==> src/rtl/bba_pkg.sv <==
// bba_pkg: shared constants, codes, table entry and control/status structs
// for the buddy block allocator. No dependencies.
`default_nettype none

package bba_pkg;

  localparam int MAX_ORDER  = 6;
  localparam int OWNER_BITS = 16;
  localparam int MAX_BLOCKS = 64;
  localparam int IDX_W      = $clog2(MAX_BLOCKS);
  localparam int CNT_W      = IDX_W + 1;
  localparam int ORDER_W    = 3;
  localparam int REQ_W      = 7;
  localparam int STATUS_W   = 2;

  localparam logic CMD_ALLOC = 1'b0;
  localparam logic CMD_QUERY = 1'b1;

  typedef enum logic [STATUS_W-1:0] {
    ST_ALLOC = 2'd0,
    ST_FAIL  = 2'd1,
    ST_LIST  = 2'd2
  } status_t;

  typedef struct packed {
    logic [ORDER_W-1:0]    size_log;
    logic [OWNER_BITS-1:0] owner;
  } entry_t;

  // controller to datapath
  typedef struct packed {
    logic load;
    logic scan_step;
    logic move_init;
    logic move_step;
    logic fill_init;
    logic fill_step;
    logic load_res;
    logic load_list;
  } dp_cmd_t;

  // datapath to controller
  typedef struct packed {
    logic bad;
    logic scan_done;
    logic exact;
    logic bigger;
    logic move_done;
    logic at_found;
    logic out_free;
    logic list_last;
  } dp_sts_t;

  // smallest w with 2^w >= req
  function automatic logic [ORDER_W-1:0] ceil_log2(input logic [REQ_W-1:0] req);
    logic [ORDER_W-1:0] w;
    w = ORDER_W'(REQ_W);
    for (int i = REQ_W - 1; i >= 0; i--) begin
      if (((REQ_W+1)'(1) << i) >= {1'b0, req}) begin
        w = ORDER_W'(i);
      end
    end
    return w;
  endfunction

endpackage

`default_nettype wire

==> src/rtl/bba_in_if.sv <==
// bba_in_if: request channel of the buddy block allocator.
// Depends on bba_pkg for field widths.
`default_nettype none

interface bba_in_if import bba_pkg::*; ();
  logic                  valid;
  logic                  ready;
  logic                  cmd;
  logic [OWNER_BITS-1:0] owner_id;
  logic [REQ_W-1:0]      request_units;

  modport source (output valid, output cmd, output owner_id, output request_units,
                  input ready);
  modport sink   (input valid, input cmd, input owner_id, input request_units,
                  output ready);
endinterface

`default_nettype wire

==> src/rtl/bba_out_if.sv <==
// bba_out_if: result channel of the buddy block allocator.
// Depends on bba_pkg for field widths.
`default_nettype none

interface bba_out_if import bba_pkg::*; ();
  logic                  valid;
  logic                  ready;
  logic [STATUS_W-1:0]   status;
  logic [CNT_W-1:0]      block_count;
  logic [OWNER_BITS-1:0] block_owner;
  logic                  last;

  modport source (output valid, output status, output block_count, output block_owner,
                  output last, input ready);
  modport sink   (input valid, input status, input block_count, input block_owner,
                  input last, output ready);
endinterface

`default_nettype wire

==> src/rtl/bba_cfg_if.sv <==
// bba_cfg_if: pool order write channel of the buddy block allocator.
// Depends on bba_pkg for field widths.
`default_nettype none

interface bba_cfg_if import bba_pkg::*; ();
  logic               valid;
  logic               ready;
  logic [ORDER_W-1:0] pool_order;

  modport source (output valid, output pool_order, input ready);
  modport sink   (input valid, input pool_order, output ready);
endinterface

`default_nettype wire

==> src/rtl/bba_ctrl.sv <==
// bba_ctrl: sequencing state machine of the buddy block allocator.
// Depends on bba_pkg; drives bba_dp through dp_cmd_t, reads dp_sts_t.
`default_nettype none

module bba_ctrl import bba_pkg::*; (
  input  logic    clk,
  input  logic    rst_n,
  input  logic    in_valid,
  input  logic    in_cmd,
  output logic    in_ready,
  input  dp_sts_t sts,
  output dp_cmd_t cmd
);

  typedef enum logic [6:0] {
    S_IDLE   = 7'b0000001,
    S_SCAN   = 7'b0000010,
    S_MOVE   = 7'b0000100,
    S_FILL   = 7'b0001000,
    S_RESULT = 7'b0010000,
    S_QRD    = 7'b0100000,
    S_QLD    = 7'b1000000
  } state_t;

  state_t state_r, state_nxt;

  always_ff @(posedge clk) begin
    if (!rst_n) begin
      state_r <= S_IDLE;
    end else begin
      state_r <= state_nxt;
    end
  end

  always_comb begin
    cmd       = '0;
    state_nxt = state_r;
    in_ready  = 1'b0;
    case (state_r)
      S_IDLE: begin
        in_ready = 1'b1;
        if (in_valid) begin
          cmd.load  = 1'b1;
          state_nxt = (in_cmd == CMD_QUERY) ? S_QRD : S_SCAN;
        end
      end
      S_SCAN: begin
        if (sts.bad) begin
          state_nxt = S_RESULT;
        end else if (sts.scan_done) begin
          if (sts.exact) begin
            cmd.fill_init = 1'b1;
            state_nxt     = S_FILL;
          end else if (sts.bigger) begin
            cmd.move_init = 1'b1;
            state_nxt     = S_MOVE;
          end else begin
            state_nxt = S_RESULT;
          end
        end else begin
          cmd.scan_step = 1'b1;
        end
      end
      S_MOVE: begin
        if (sts.move_done) begin
          cmd.fill_init = 1'b1;
          state_nxt     = S_FILL;
        end else begin
          cmd.move_step = 1'b1;
        end
      end
      S_FILL: begin
        cmd.fill_step = 1'b1;
        if (sts.at_found) begin
          state_nxt = S_RESULT;
        end
      end
      S_RESULT: begin
        if (sts.out_free) begin
          cmd.load_res = 1'b1;
          state_nxt    = S_IDLE;
        end
      end
      S_QRD: begin
        state_nxt = S_QLD;
      end
      S_QLD: begin
        if (sts.out_free) begin
          cmd.load_list = 1'b1;
          state_nxt     = sts.list_last ? S_IDLE : S_QRD;
        end
      end
      default: begin
        state_nxt = S_IDLE;
      end
    endcase
  end

endmodule

`default_nettype wire

==> src/rtl/bba_dp.sv <==
// bba_dp: block table memory, scan/shift/fill pointers and result register.
// Depends on bba_pkg; commanded by bba_ctrl.
`default_nettype none

module bba_dp import bba_pkg::*; (
  input  logic                  clk,
  input  logic                  rst_n,
  input  dp_cmd_t               cmd,
  output dp_sts_t               sts,
  input  logic                  in_cmd,
  input  logic [OWNER_BITS-1:0] in_owner_id,
  input  logic [REQ_W-1:0]      in_request_units,
  input  logic                  cfg_valid,
  input  logic [ORDER_W-1:0]    cfg_pool_order,
  output logic                  cfg_ready,
  output logic                  out_valid,
  input  logic                  out_ready,
  output logic [STATUS_W-1:0]   out_status,
  output logic [CNT_W-1:0]      out_block_count,
  output logic [OWNER_BITS-1:0] out_block_owner,
  output logic                  out_last
);

  entry_t mem [MAX_BLOCKS];

  logic [ORDER_W-1:0]    pool_order_r;
  logic [CNT_W-1:0]      count_r;
  logic                  e0_valid_r;
  logic [CNT_W-1:0]      idx_r;
  logic                  pend_r;
  logic [IDX_W-1:0]      pend_idx_r;
  logic                  exact_r, large_r, res_ok_r;
  logic [IDX_W-1:0]      exact_idx_r, large_idx_r;
  logic [ORDER_W-1:0]    large_size_r, want_r, sz_r;
  logic [OWNER_BITS-1:0] owner_r;
  logic                  bad_r;
  entry_t                rd_q_r;
  logic                  rd_fresh_r;
  logic                  out_valid_r;
  logic [STATUS_W-1:0]   out_status_r;
  logic [CNT_W-1:0]      out_count_r;
  logic [OWNER_BITS-1:0] out_owner_r;
  logic                  out_last_r;

  logic [IDX_W-1:0]      rd_addr, wr_addr, f_idx;
  logic [ORDER_W-1:0]    f_size, k;
  entry_t                rd_entry, wr_data;
  logic                  wr_en, out_free, scan_issue, move_issue, at_found;
  logic [ORDER_W-1:0]    want_in;

  assign cfg_ready = 1'b1;
  assign want_in   = ceil_log2(in_request_units);

  // entry 0 reads as one free full-pool block until first written
  assign rd_entry = rd_fresh_r ? entry_t'{size_log: pool_order_r, owner: '0} : rd_q_r;

  assign f_idx  = exact_r ? exact_idx_r : large_idx_r;
  assign f_size = exact_r ? want_r : large_size_r;
  assign k      = exact_r ? '0 : (large_size_r - want_r);

  assign rd_addr    = idx_r[IDX_W-1:0];
  assign scan_issue = idx_r < count_r;
  assign move_issue = idx_r > {1'b0, f_idx};
  assign at_found   = idx_r == {1'b0, f_idx};
  assign out_free   = !out_valid_r || out_ready;

  assign wr_en   = (cmd.move_step && pend_r) || cmd.fill_step;
  assign wr_addr = cmd.fill_step ? idx_r[IDX_W-1:0] : (pend_idx_r + IDX_W'(k));
  always_comb begin
    if (!cmd.fill_step) begin
      wr_data = rd_entry;
    end else if (at_found) begin
      wr_data = '{size_log: want_r, owner: owner_r};
    end else begin
      wr_data = '{size_log: sz_r, owner: '0};
    end
  end

  always_comb begin
    sts           = '0;
    sts.bad       = bad_r;
    sts.scan_done = exact_r || (!pend_r && !scan_issue);
    sts.exact     = exact_r;
    sts.bigger    = large_r;
    sts.move_done = !pend_r && !move_issue;
    sts.at_found  = at_found;
    sts.out_free  = out_free;
    sts.list_last = idx_r == (count_r - CNT_W'(1));
  end

  // block table: one write and one registered read per cycle
  always_ff @(posedge clk) begin
    if (wr_en) begin
      mem[wr_addr] <= wr_data;
    end
    rd_q_r     <= mem[rd_addr];
    rd_fresh_r <= (rd_addr == '0) && !e0_valid_r;
  end

  // control state
  always_ff @(posedge clk) begin
    if (!rst_n) begin
      pool_order_r <= ORDER_W'(MAX_ORDER);
      count_r      <= CNT_W'(1);
      e0_valid_r   <= 1'b0;
      pend_r       <= 1'b0;
      exact_r      <= 1'b0;
      large_r      <= 1'b0;
      res_ok_r     <= 1'b0;
      out_valid_r  <= 1'b0;
    end else begin
      if (cfg_valid) begin
        pool_order_r <= (cfg_pool_order > ORDER_W'(MAX_ORDER)) ?
                        ORDER_W'(MAX_ORDER) : cfg_pool_order;
        count_r      <= CNT_W'(1);
        e0_valid_r   <= 1'b0;
      end else if (wr_en && wr_addr == '0) begin
        e0_valid_r <= 1'b1;
      end
      if (cmd.load) begin
        pend_r   <= 1'b0;
        exact_r  <= 1'b0;
        large_r  <= 1'b0;
        res_ok_r <= 1'b0;
      end
      if (cmd.scan_step) begin
        pend_r <= scan_issue;
        if (pend_r && rd_entry.owner == '0 && !exact_r) begin
          if (rd_entry.size_log == want_r) begin
            exact_r <= 1'b1;
          end else if (rd_entry.size_log > want_r && !large_r) begin
            large_r <= 1'b1;
          end
        end
      end
      if (cmd.move_init) begin
        pend_r <= 1'b0;
      end
      if (cmd.move_step) begin
        pend_r <= move_issue;
      end
      if (cmd.fill_step && at_found) begin
        res_ok_r <= 1'b1;
        count_r  <= count_r + CNT_W'(k);
      end
      if (cmd.load_res || cmd.load_list) begin
        out_valid_r <= 1'b1;
      end else if (out_ready) begin
        out_valid_r <= 1'b0;
      end
    end
  end

  // pointers and payload
  always_ff @(posedge clk) begin
    if (cmd.load) begin
      idx_r   <= '0;
      owner_r <= in_owner_id;
      want_r  <= want_in;
      bad_r   <= (in_cmd == CMD_ALLOC) &&
                 (in_request_units == '0 || in_owner_id == '0 || want_in > pool_order_r);
    end
    if (cmd.scan_step) begin
      if (scan_issue) begin
        idx_r      <= idx_r + CNT_W'(1);
        pend_idx_r <= idx_r[IDX_W-1:0];
      end
      if (pend_r && rd_entry.owner == '0 && !exact_r) begin
        if (rd_entry.size_log == want_r) begin
          exact_idx_r <= pend_idx_r;
        end else if (rd_entry.size_log > want_r && !large_r) begin
          large_idx_r  <= pend_idx_r;
          large_size_r <= rd_entry.size_log;
        end
      end
    end
    if (cmd.move_init) begin
      idx_r <= count_r - CNT_W'(1);
    end
    // shift entries above the split block up by k, highest first
    if (cmd.move_step && move_issue) begin
      idx_r      <= idx_r - CNT_W'(1);
      pend_idx_r <= idx_r[IDX_W-1:0];
    end
    // new free halves written top down, then the assigned block itself
    if (cmd.fill_init) begin
      idx_r <= {1'b0, f_idx} + CNT_W'(k);
      sz_r  <= f_size - ORDER_W'(1);
    end
    if (cmd.fill_step) begin
      idx_r <= idx_r - CNT_W'(1);
      sz_r  <= sz_r - ORDER_W'(1);
    end
    if (cmd.load_list) begin
      idx_r <= idx_r + CNT_W'(1);
    end
    if (cmd.load_res) begin
      out_status_r <= res_ok_r ? ST_ALLOC : ST_FAIL;
      out_count_r  <= count_r;
      out_owner_r  <= res_ok_r ? owner_r : '0;
      out_last_r   <= 1'b1;
    end else if (cmd.load_list) begin
      out_status_r <= ST_LIST;
      out_count_r  <= count_r;
      out_owner_r  <= rd_entry.owner;
      out_last_r   <= sts.list_last;
    end
  end

  assign out_valid       = out_valid_r;
  assign out_status      = out_status_r;
  assign out_block_count = out_count_r;
  assign out_block_owner = out_owner_r;
  assign out_last        = out_last_r;

endmodule

`default_nettype wire

==> src/rtl/buddy_block_allocator.sv <==
// Allocate-only buddy allocator over a pool of up to 64 units, one block table
// in address order. An allocate walks the block table, which takes one read and
// one write per cycle, with the scan, the shift of the entries above a split
// block and the write of the new halves; a query reads one entry per listed
// block, holding while the result side does not take it. One item is worked at
// a time; a finished result sits in an output register while the next item is
// taken. A pool order write is taken at any time, applies at once and restores
// one free full block.
// Depends on bba_pkg, bba_in_if, bba_out_if, bba_cfg_if, bba_ctrl, bba_dp.
`default_nettype none

module buddy_block_allocator import bba_pkg::*; (
  input logic clk,
  input logic rst_n,
  bba_in_if.sink    in_ch,
  bba_out_if.source out_ch,
  bba_cfg_if.sink   cfg_ch
);

  dp_cmd_t dp_cmd;
  dp_sts_t dp_sts;

  bba_ctrl u_ctrl (
    .clk      (clk),
    .rst_n    (rst_n),
    .in_valid (in_ch.valid),
    .in_cmd   (in_ch.cmd),
    .in_ready (in_ch.ready),
    .sts      (dp_sts),
    .cmd      (dp_cmd)
  );

  bba_dp u_dp (
    .clk              (clk),
    .rst_n            (rst_n),
    .cmd              (dp_cmd),
    .sts              (dp_sts),
    .in_cmd           (in_ch.cmd),
    .in_owner_id      (in_ch.owner_id),
    .in_request_units (in_ch.request_units),
    .cfg_valid        (cfg_ch.valid),
    .cfg_pool_order   (cfg_ch.pool_order),
    .cfg_ready        (cfg_ch.ready),
    .out_valid        (out_ch.valid),
    .out_ready        (out_ch.ready),
    .out_status       (out_ch.status),
    .out_block_count  (out_ch.block_count),
    .out_block_owner  (out_ch.block_owner),
    .out_last         (out_ch.last)
  );

endmodule

`default_nettype wire
==> src/flat_wrapper.sv <==
// flat-port wrapper written by rule: the top's interface ports become plain ports
module buddy_block_allocator_flat import bba_pkg::*;
  (clk, rst_n, in_ch_valid, in_ch_cmd, in_ch_owner_id, in_ch_request_units, in_ch_ready, out_ch_valid, out_ch_status, out_ch_block_count, out_ch_block_owner, out_ch_last, out_ch_ready, cfg_ch_valid, cfg_ch_pool_order, cfg_ch_ready);
  bba_in_if in_ch_i ();
  bba_out_if out_ch_i ();
  bba_cfg_if cfg_ch_i ();
  input logic clk;
  input logic rst_n;
  input wire logic [$bits(in_ch_i.valid)-1:0] in_ch_valid;
  input wire logic [$bits(in_ch_i.cmd)-1:0] in_ch_cmd;
  input wire logic [$bits(in_ch_i.owner_id)-1:0] in_ch_owner_id;
  input wire logic [$bits(in_ch_i.request_units)-1:0] in_ch_request_units;
  output wire logic [$bits(in_ch_i.ready)-1:0] in_ch_ready;
  output wire logic [$bits(out_ch_i.valid)-1:0] out_ch_valid;
  output wire logic [$bits(out_ch_i.status)-1:0] out_ch_status;
  output wire logic [$bits(out_ch_i.block_count)-1:0] out_ch_block_count;
  output wire logic [$bits(out_ch_i.block_owner)-1:0] out_ch_block_owner;
  output wire logic [$bits(out_ch_i.last)-1:0] out_ch_last;
  input wire logic [$bits(out_ch_i.ready)-1:0] out_ch_ready;
  input wire logic [$bits(cfg_ch_i.valid)-1:0] cfg_ch_valid;
  input wire logic [$bits(cfg_ch_i.pool_order)-1:0] cfg_ch_pool_order;
  output wire logic [$bits(cfg_ch_i.ready)-1:0] cfg_ch_ready;
  assign in_ch_i.valid = in_ch_valid;
  assign in_ch_i.cmd = in_ch_cmd;
  assign in_ch_i.owner_id = in_ch_owner_id;
  assign in_ch_i.request_units = in_ch_request_units;
  assign in_ch_ready = in_ch_i.ready;
  assign out_ch_valid = out_ch_i.valid;
  assign out_ch_status = out_ch_i.status;
  assign out_ch_block_count = out_ch_i.block_count;
  assign out_ch_block_owner = out_ch_i.block_owner;
  assign out_ch_last = out_ch_i.last;
  assign out_ch_i.ready = out_ch_ready;
  assign cfg_ch_i.valid = cfg_ch_valid;
  assign cfg_ch_i.pool_order = cfg_ch_pool_order;
  assign cfg_ch_ready = cfg_ch_i.ready;
  buddy_block_allocator u_core (.clk(clk), .rst_n(rst_n), .in_ch(in_ch_i), .out_ch(out_ch_i), .cfg_ch(cfg_ch_i));
endmodule
==> config.mk <==
export PLATFORM = sky130hd
export DESIGN_NAME = buddy_block_allocator_flat
export DESIGN_NICKNAME = d
export VERILOG_FILES = /design/src/rtl/bba_pkg.sv /design/src/rtl/bba_in_if.sv /design/src/rtl/bba_out_if.sv /design/src/rtl/bba_cfg_if.sv /design/src/rtl/bba_ctrl.sv /design/src/rtl/bba_dp.sv /design/src/rtl/buddy_block_allocator.sv /design/src/flat_wrapper.sv
export SDC_FILE = /design/constraint.sdc
export NUM_CORES = 2
export LEC_CHECK = 0
export BUFFER_PORTS_ARGS = -buffer_cell sky130_fd_sc_hd__buf_2
export CAP_MARGIN = 25
export CORE_ASPECT_RATIO = 1.75
export CORE_UTILIZATION = 52
export CTS_BUF_LIST = sky130_fd_sc_hd__clkbuf_8
export DETAILED_ROUTE_END_ITERATION = 10
export PLACE_DENSITY = 0.68
export SKIP_LAST_GASP = 1
export SLEW_MARGIN = 20
export SYNTH_ARGS = -nofsm -noshare
export SYNTH_HDL_FRONTEND = slang
export SYNTH_HIERARCHICAL = 1
export SYNTH_SLANG_ARGS = --single-unit
==> constraint.sdc <==
create_clock -name clk -period 12.05 [get_ports clk]
set_input_delay 2.41 -clock clk [delete_from_list [all_inputs] [get_ports clk]]
set_output_delay 2.41 -clock clk [all_outputs]
set_load 0.05 [all_outputs]
# After elaboration in Yosys (flattened, before gate mapping)
# Memory sizes are Yosys's and may differ from the RTL's. A register that Yosys moved wholly into a read port is not among the register bits.
# Index checks and enable logic that the tools add are counted.
totals:
  ff_bits: 101
  ramBits: 1216
  inputBits: 32
  output_inout_bits: 29
  wordCells: 194
  n_memories: 1
classes:
  addsub: 9
  n_lt_le_gt_ge: 12
  eq_ne: 16
  n_mux: 88
  bitwise: 3
  reduce_logical: 42
mem_list:
  columns: ["memory", "depth", "width", "read_ports", "rd_ports_with_merged_regs", "wr", "line", "source"]
  rows:
  - ["u_core.u_dp.mem", 64, 19, 1, 1, 1, "bba_dp.sv:24", "entry_t mem [MAX_BLOCKS];"]
op_table:
  columns: ["op", "n"]
  rows:
  - ["two-way mux 7 bit", 20]
  - ["two-way mux 19 bit", 3]
  - ["case mux 7 bit (7 select lines)", 1]
  - ["two-way mux 16 bit", 3]
  - ["two-way mux 6 bit", 7]
  - ["two-way mux 1 bit", 37]
  - ["two-way mux 3 bit", 11]
  - ["zero test 16 bit", 2]
  - ["nonzero test 2 bit", 7]
  - ["subtractor 7 x 1 -> 7 bit, second input constant", 2]
  - ["zero test 6 bit", 2]
  - ["logical AND 1 bit", 11]
  - ["two-way mux 2 bit", 4]
  - ["inequality test 2 bit, second input constant", 4]
  - ["adder 6 x 3 -> 7 bit", 1]
  - ["adder 7 x 1 -> 7 bit, second input constant", 1]
  - ["adder 7 x 3 -> 7 bit", 1]
  - ["equality test 7 x 1 -> 1 bit, second input constant", 1]
  - ["equality test 7 x 2 -> 1 bit, second input constant", 1]
  - ["equality test 7 x 3 -> 1 bit, second input constant", 1]
  - ["equality test 7 x 4 -> 1 bit, second input constant", 1]
  - ["equality test 7 x 5 -> 1 bit, second input constant", 1]
  - ["equality test 7 x 6 -> 1 bit", 1]
  - ["equality test 7 x 6 -> 1 bit, second input constant", 1]
  - ["31 further kinds", 46]

# Longest topological paths before layout
depth:
  word_depth: 13
  ltp_mapped: 18

# Modules after synthesis
# The synthesis kept the hierarchy.
by_module_without_submodules:
  columns: ["mod", "n_inst", "cells_per_inst", "area_each_um2", "seq_area_each_um2"]
  rows:
  - ["bba_dp", 1, 2523, 52539.1, 39467.9]
  - ["bba_ctrl", 1, 74, 590.6, 140.1]

# Least setup slack after synthesis
# OpenSTA, ideal clock, no wires.
synth_timing:
  path_type: "register to register"
  startpoint: "reg u_core.u_ctrl.state_r[4]"
  endpoint: "mem u_core/u_dp/mem[0][16] (netlist name) (data pin)"
  setup_ns: 0.549
  arrival_time_ns: 4.391
  setup_slack_ns: 7.110
  stages_incl_launch_ff: 11
  path_buffers: 6
  period_less_slack_ns: 4.940
  cell_sequence: "dfxtp_1 buf_6 or4_4 buf_6 nor3_1 buf_1 clkbuf_1 buf_1 buf_1 nor2_1 a21oi_1"
synth_rtl:
  columns: ["item", "line", "source"]
  rows:
  - ["start, declared", "bba_ctrl.sv:25", "state_t state_r, state_nxt;"]
  - ["start signal, assigned", "bba_ctrl.sv:31", "state_r <= state_nxt;"]
  - ["end, declared", "bba_dp.sv:24", null]

==> summary.md <==
| Metric | Value |
|---|---|
| CP max FO | `19` |
| Initial antenna violation count | `3` |
| Sum Neg Setup Slack | `0 ps` |
| Pre-CTS WS | `6190 ps` |
| Int Pwr | `7.85 mW` |
| TritonCTS clock tree | `built` |
| Number of synthesized flops with an enable pin | `1285` |
| Latest clock arrival within the worst-skew pair | `870 ps` |
| Max clock buf depth | `3` |
| Worst setup slack after layout | `6020 ps` |
| Post-DP HPWL | `85.3 mm` |
| Top_reg_cell synth | `edfxtp_1` |
| Grt peak-use layer | `met2` |
| Overall power | `10.9 mW` |
| Placer Congestion | `0.921` |
| Slew HR | `0.225` |
| Core Region | `101000 um2` |
| Drt pass-1 iters | `7` |
| Type of the tightest min-delay check | `register to register` |
| Total wire length | `134 mm` |
| Gr usage total | `0.264` |
| Final hold vios | `0` |
| Setup crit start kind | `register` |
| Status | `finished clean` |
| Leak Pwr | `18.5 nW` |
| Final Util | `0.585` |
| FF-to-FF End | `u_core/u_dp/mem[48][9]` |
| Final Critical Period | `6030 ps` |
| Crit. End Element | `register` |
| Most common cell after layout, fill and taps aside | `edfxtp_1` |
| Number of global-route vias before repair | `27790` |
| YS warnings | `6` |
| Switching part of the total | `0.277` |
| Power share of the clock group | `0.307` |
| Tcrit/Tclk final | `0.500` |
| RR Startpoint | `u_core/u_dp/exact_r` |
| R2R setup slack | `6020 ps` |
| Power per cell area | `184 nW/um2` |
| M1 GR Usage | `0.292` |
| Io pins | `61` |
| Largest net degree at the start of global routing | `134` |
| # rows | `154` |
| Remaining antenna violation count | `0` |
| Met3 Usage GRT | `0.0453` |
| Synth-to-Final Area Change | `11.1%` |
| Commonest non-fill, non-tap cells in the layout | `edfxtp_1, mux4_2, clkbuf_8` |
| Buffers on Ports | `59` |
| Worst Setup SP | `u_core/u_dp/exact_r` |
| Syn_nets | `2667` |
| Comb power frac | `0.181` |
| Seq/Total Area, Yosys | `0.745` |
| Nets | `2848` |
| Fmax | `0.166 GHz` |
| Worst path slowest cell | `nor2_2` |
| RSZ-0062 raised after global routing | `no` |
| Synth cell types | `81` |
| # hold bufs at CTS | `0` |
| Slew @ Worst Pin | `1160 ps` |
| Clk pin slew, worst setup/hold paths | `80 ps` |
| Post-synthesis register bit count | `1336` |
| Sw power | `3.00 mW` |
| Cell area after synthesis | `53100 um2` |
| VDD IR-drop max | `0.203 mV` |
| Worst Path Arrival | `6510 ps` |
| Num Clock Sinks | `1336` |
| Crit-path cells | `mux2i_1, ha_1, nand4b_1, or2_1, o31a_1, nor2_1, nor4_2, nand2_1, nor3_1, a21o_1, nand3_1, nor2_2` |
| Mapped Cells | `2597` |
| Critical Path Sink | `u_core/u_dp/mem[48][9]` |
| Routed WL per cell | `31.5 um` |
| # resized after CTS | `0` |
| M2 GR Usage | `0.467` |
| Syn avg cell area | `20.5 um2` |
| Req. time, crit path | `12530 ps` |
| FF-to-FF path depth | `12` |
| Die area | `104000 um2` |
| Max-cap violations | `0` |
| Seq pwr share | `0.512` |
| Hold slack | `445 ps` |
| Clock Tree Root | `clkbuf_8` |
| Largest area contributor in the netlist | `edfxtp_1` |
| Die Ht | `425 um` |
| H-tree depth | `4` |
| Drc violations | `0` |
| Share of layout cells above drive strength 1 | `0.287` |
| Die W | `244 um` |
| # Post-CTS Setup Buffers | `0` |
| DR vias/cell | `6.31` |
| Area contributors post-synth | `edfxtp_1, mux4_2, dfxtp_1` |
| Synth async-reset ratio | `0` |
| Slew Limit Fails | `0` |
| Final-report setup violation count | `0` |
| Cts bufs inserted | `178` |
| Setup CP Type | `register to register` |
| DR vias | `26795` |
| Top cell type's share of synthesized area | `0.726` |
| Critical path's largest stage delay | `1150 ps` |
| Global-route wire length before repair | `192 mm` |
| Total grt overflow | `0` |
| Layout Skew | `28.8 ps` |
| First DRT Iteration DRCs | `2818` |
| Starting Density | `0.526` |
per-layer routing:
metal | vias to the layer above | part of all wire
met5 | - | 0
met4 | 0 | 0.072
met3 | 325 | 0.069
met2 | 1300 | 0.53
met1 | 14008 | 0.33
li1 | 11162 | -
through the flow:
stage | instance area (um2) | instances
after floorplan | 53100 | 2597
after global placement | 55100 | 3887
after detailed placement | 55100 | 3893
after CTS | 58600 | 4213
after global routing | 59000 | 4245
final | 59000 | 4245
kinds of logic after synthesis:
kind of cell	after synthesis	share of synthesized area
AOI/OAI and AO/OA	250	0.0321
xor gates and xnor gates	31	0.00511
adders and majority gates	38	0.00951
buffers and inverters	177	0.0156
DFF	1336	0.745
muxes	413	0.160
other	1	0.0000706
and+or+nand+nor	351	0.0317
Yosys cell counts, drive strengths merged, types with 3 or more instances:
cell and n:
and2 7, dfxtp 51, a22o 17, clkbuf 64, or4 3, and4 3, nor3 25, nor4 15
nor2 136, mux2 16, buf 74, a31oi 9, nand3 38, o211ai 9, o21a 10, mux4 349
or2 3, nand3b 4, ha 34, nor2b 7, mux2i 48, and3 3, nand2 63, a21o 10
xor2 9, a211oi 5, fa 4, nand4b 3, o21ai 53, or3 6, o22ai 31, a21oi 45
inv 38, a221oi 14, o21bai 3, xnor2 22, nand2b 28, o221ai 3, o31ai 4, nand4 3
edfxtp 1285, o31a 5, o32ai 3
state kept, by name, indices dropped and copies added (netlist names), 2 cells and up:
signal	count
u_core/u_ctrl/state_r	7
u_core/u_dp/exact_idx_r	6
u_core/u_dp/count_r	7
u_core/u_dp/out_block_owner	16
u_core/u_dp/rd_q_r	19
u_core/u_dp/sz_r	3
u_core/u_dp/large_size_r	3
u_core/u_dp/out_block_count	7
u_core/u_dp/large_idx_r	6
u_core/u_dp/mem	1216
u_core/u_dp/owner_r	16
u_core/u_dp/want_r	3
u_core/u_dp/idx_r	7
u_core/u_dp/out_status	2
u_core/u_dp/pend_idx_r	6
u_core/u_dp/pool_order_r	3
layout make-up:
| type | count | area [um2] |
|---|---|---|
| antenna | 1 | 2.50 |
| clock buffer | 184 | 2530 |
| clock inverter | 136 | 898 |
| fill | 7193 | 42000 |
| inverter | 39 | 146 |
| multi-input combinational | 1084 | 13100 |
| sequential | 1336 | 39600 |
| tap | 1326 | 1660 |
| timing repair buffer | 139 | 1100 |
worst max-delay path: cells and delay by family, from the launching register on:
| kind | cells | cell delay [ps] |
|---|---|---|
| muxes | 1 | 450 |
| AOI/OAI and AO/OA | 2 | 380 |
| adders and majority gates | 1 | 330 |
| and+or+nand+nor | 8 | 3590 |
| DFF | 1 | 870 |
power groups by stage:
| stage | Combinational [mW] | Sequential, mW | Clock, mW |
|---|---|---|---|
| 5_1_grt | 2.05 | 5.56 | 3.57 |
| 2_1_floorplan | 1.27 | 5.60 | 0 |
| 6_report | 1.97 | 5.55 | 3.33 |
| 3_3_place_gp | 1.94 | 5.65 | 0 |
| 3_5_place_dp | 1.99 | 5.65 | 0 |
| 4_1_cts | 1.99 | 5.55 | 3.39 |
how the worst min path moves through the flow:
| stage | startpoint | slack [ps] | cells after the start | to |
|---|---|---|---|---|
| 5_1_grt | u_core/u_dp/e0_valid_r | 460 | 1 | u_core/u_dp/rd_fresh_r |
| 3_5_place_dp | u_core/u_dp/e0_valid_r | 420 | 1 | u_core/u_dp/rd_fresh_r |
| 6_report | u_core/u_dp/e0_valid_r | 440 | 1 | u_core/u_dp/rd_fresh_r |
| 4_1_cts | u_core/u_dp/e0_valid_r | 430 | 1 | u_core/u_dp/rd_fresh_r |
| 2_1_floorplan | u_core/u_dp/e0_valid_r | 400 | 1 | u_core/u_dp/rd_fresh_r |
| 3_3_place_gp | u_core/u_dp/e0_valid_r | 410 | 1 | u_core/u_dp/rd_fresh_r |
Power figures use the tool's default switching activity.
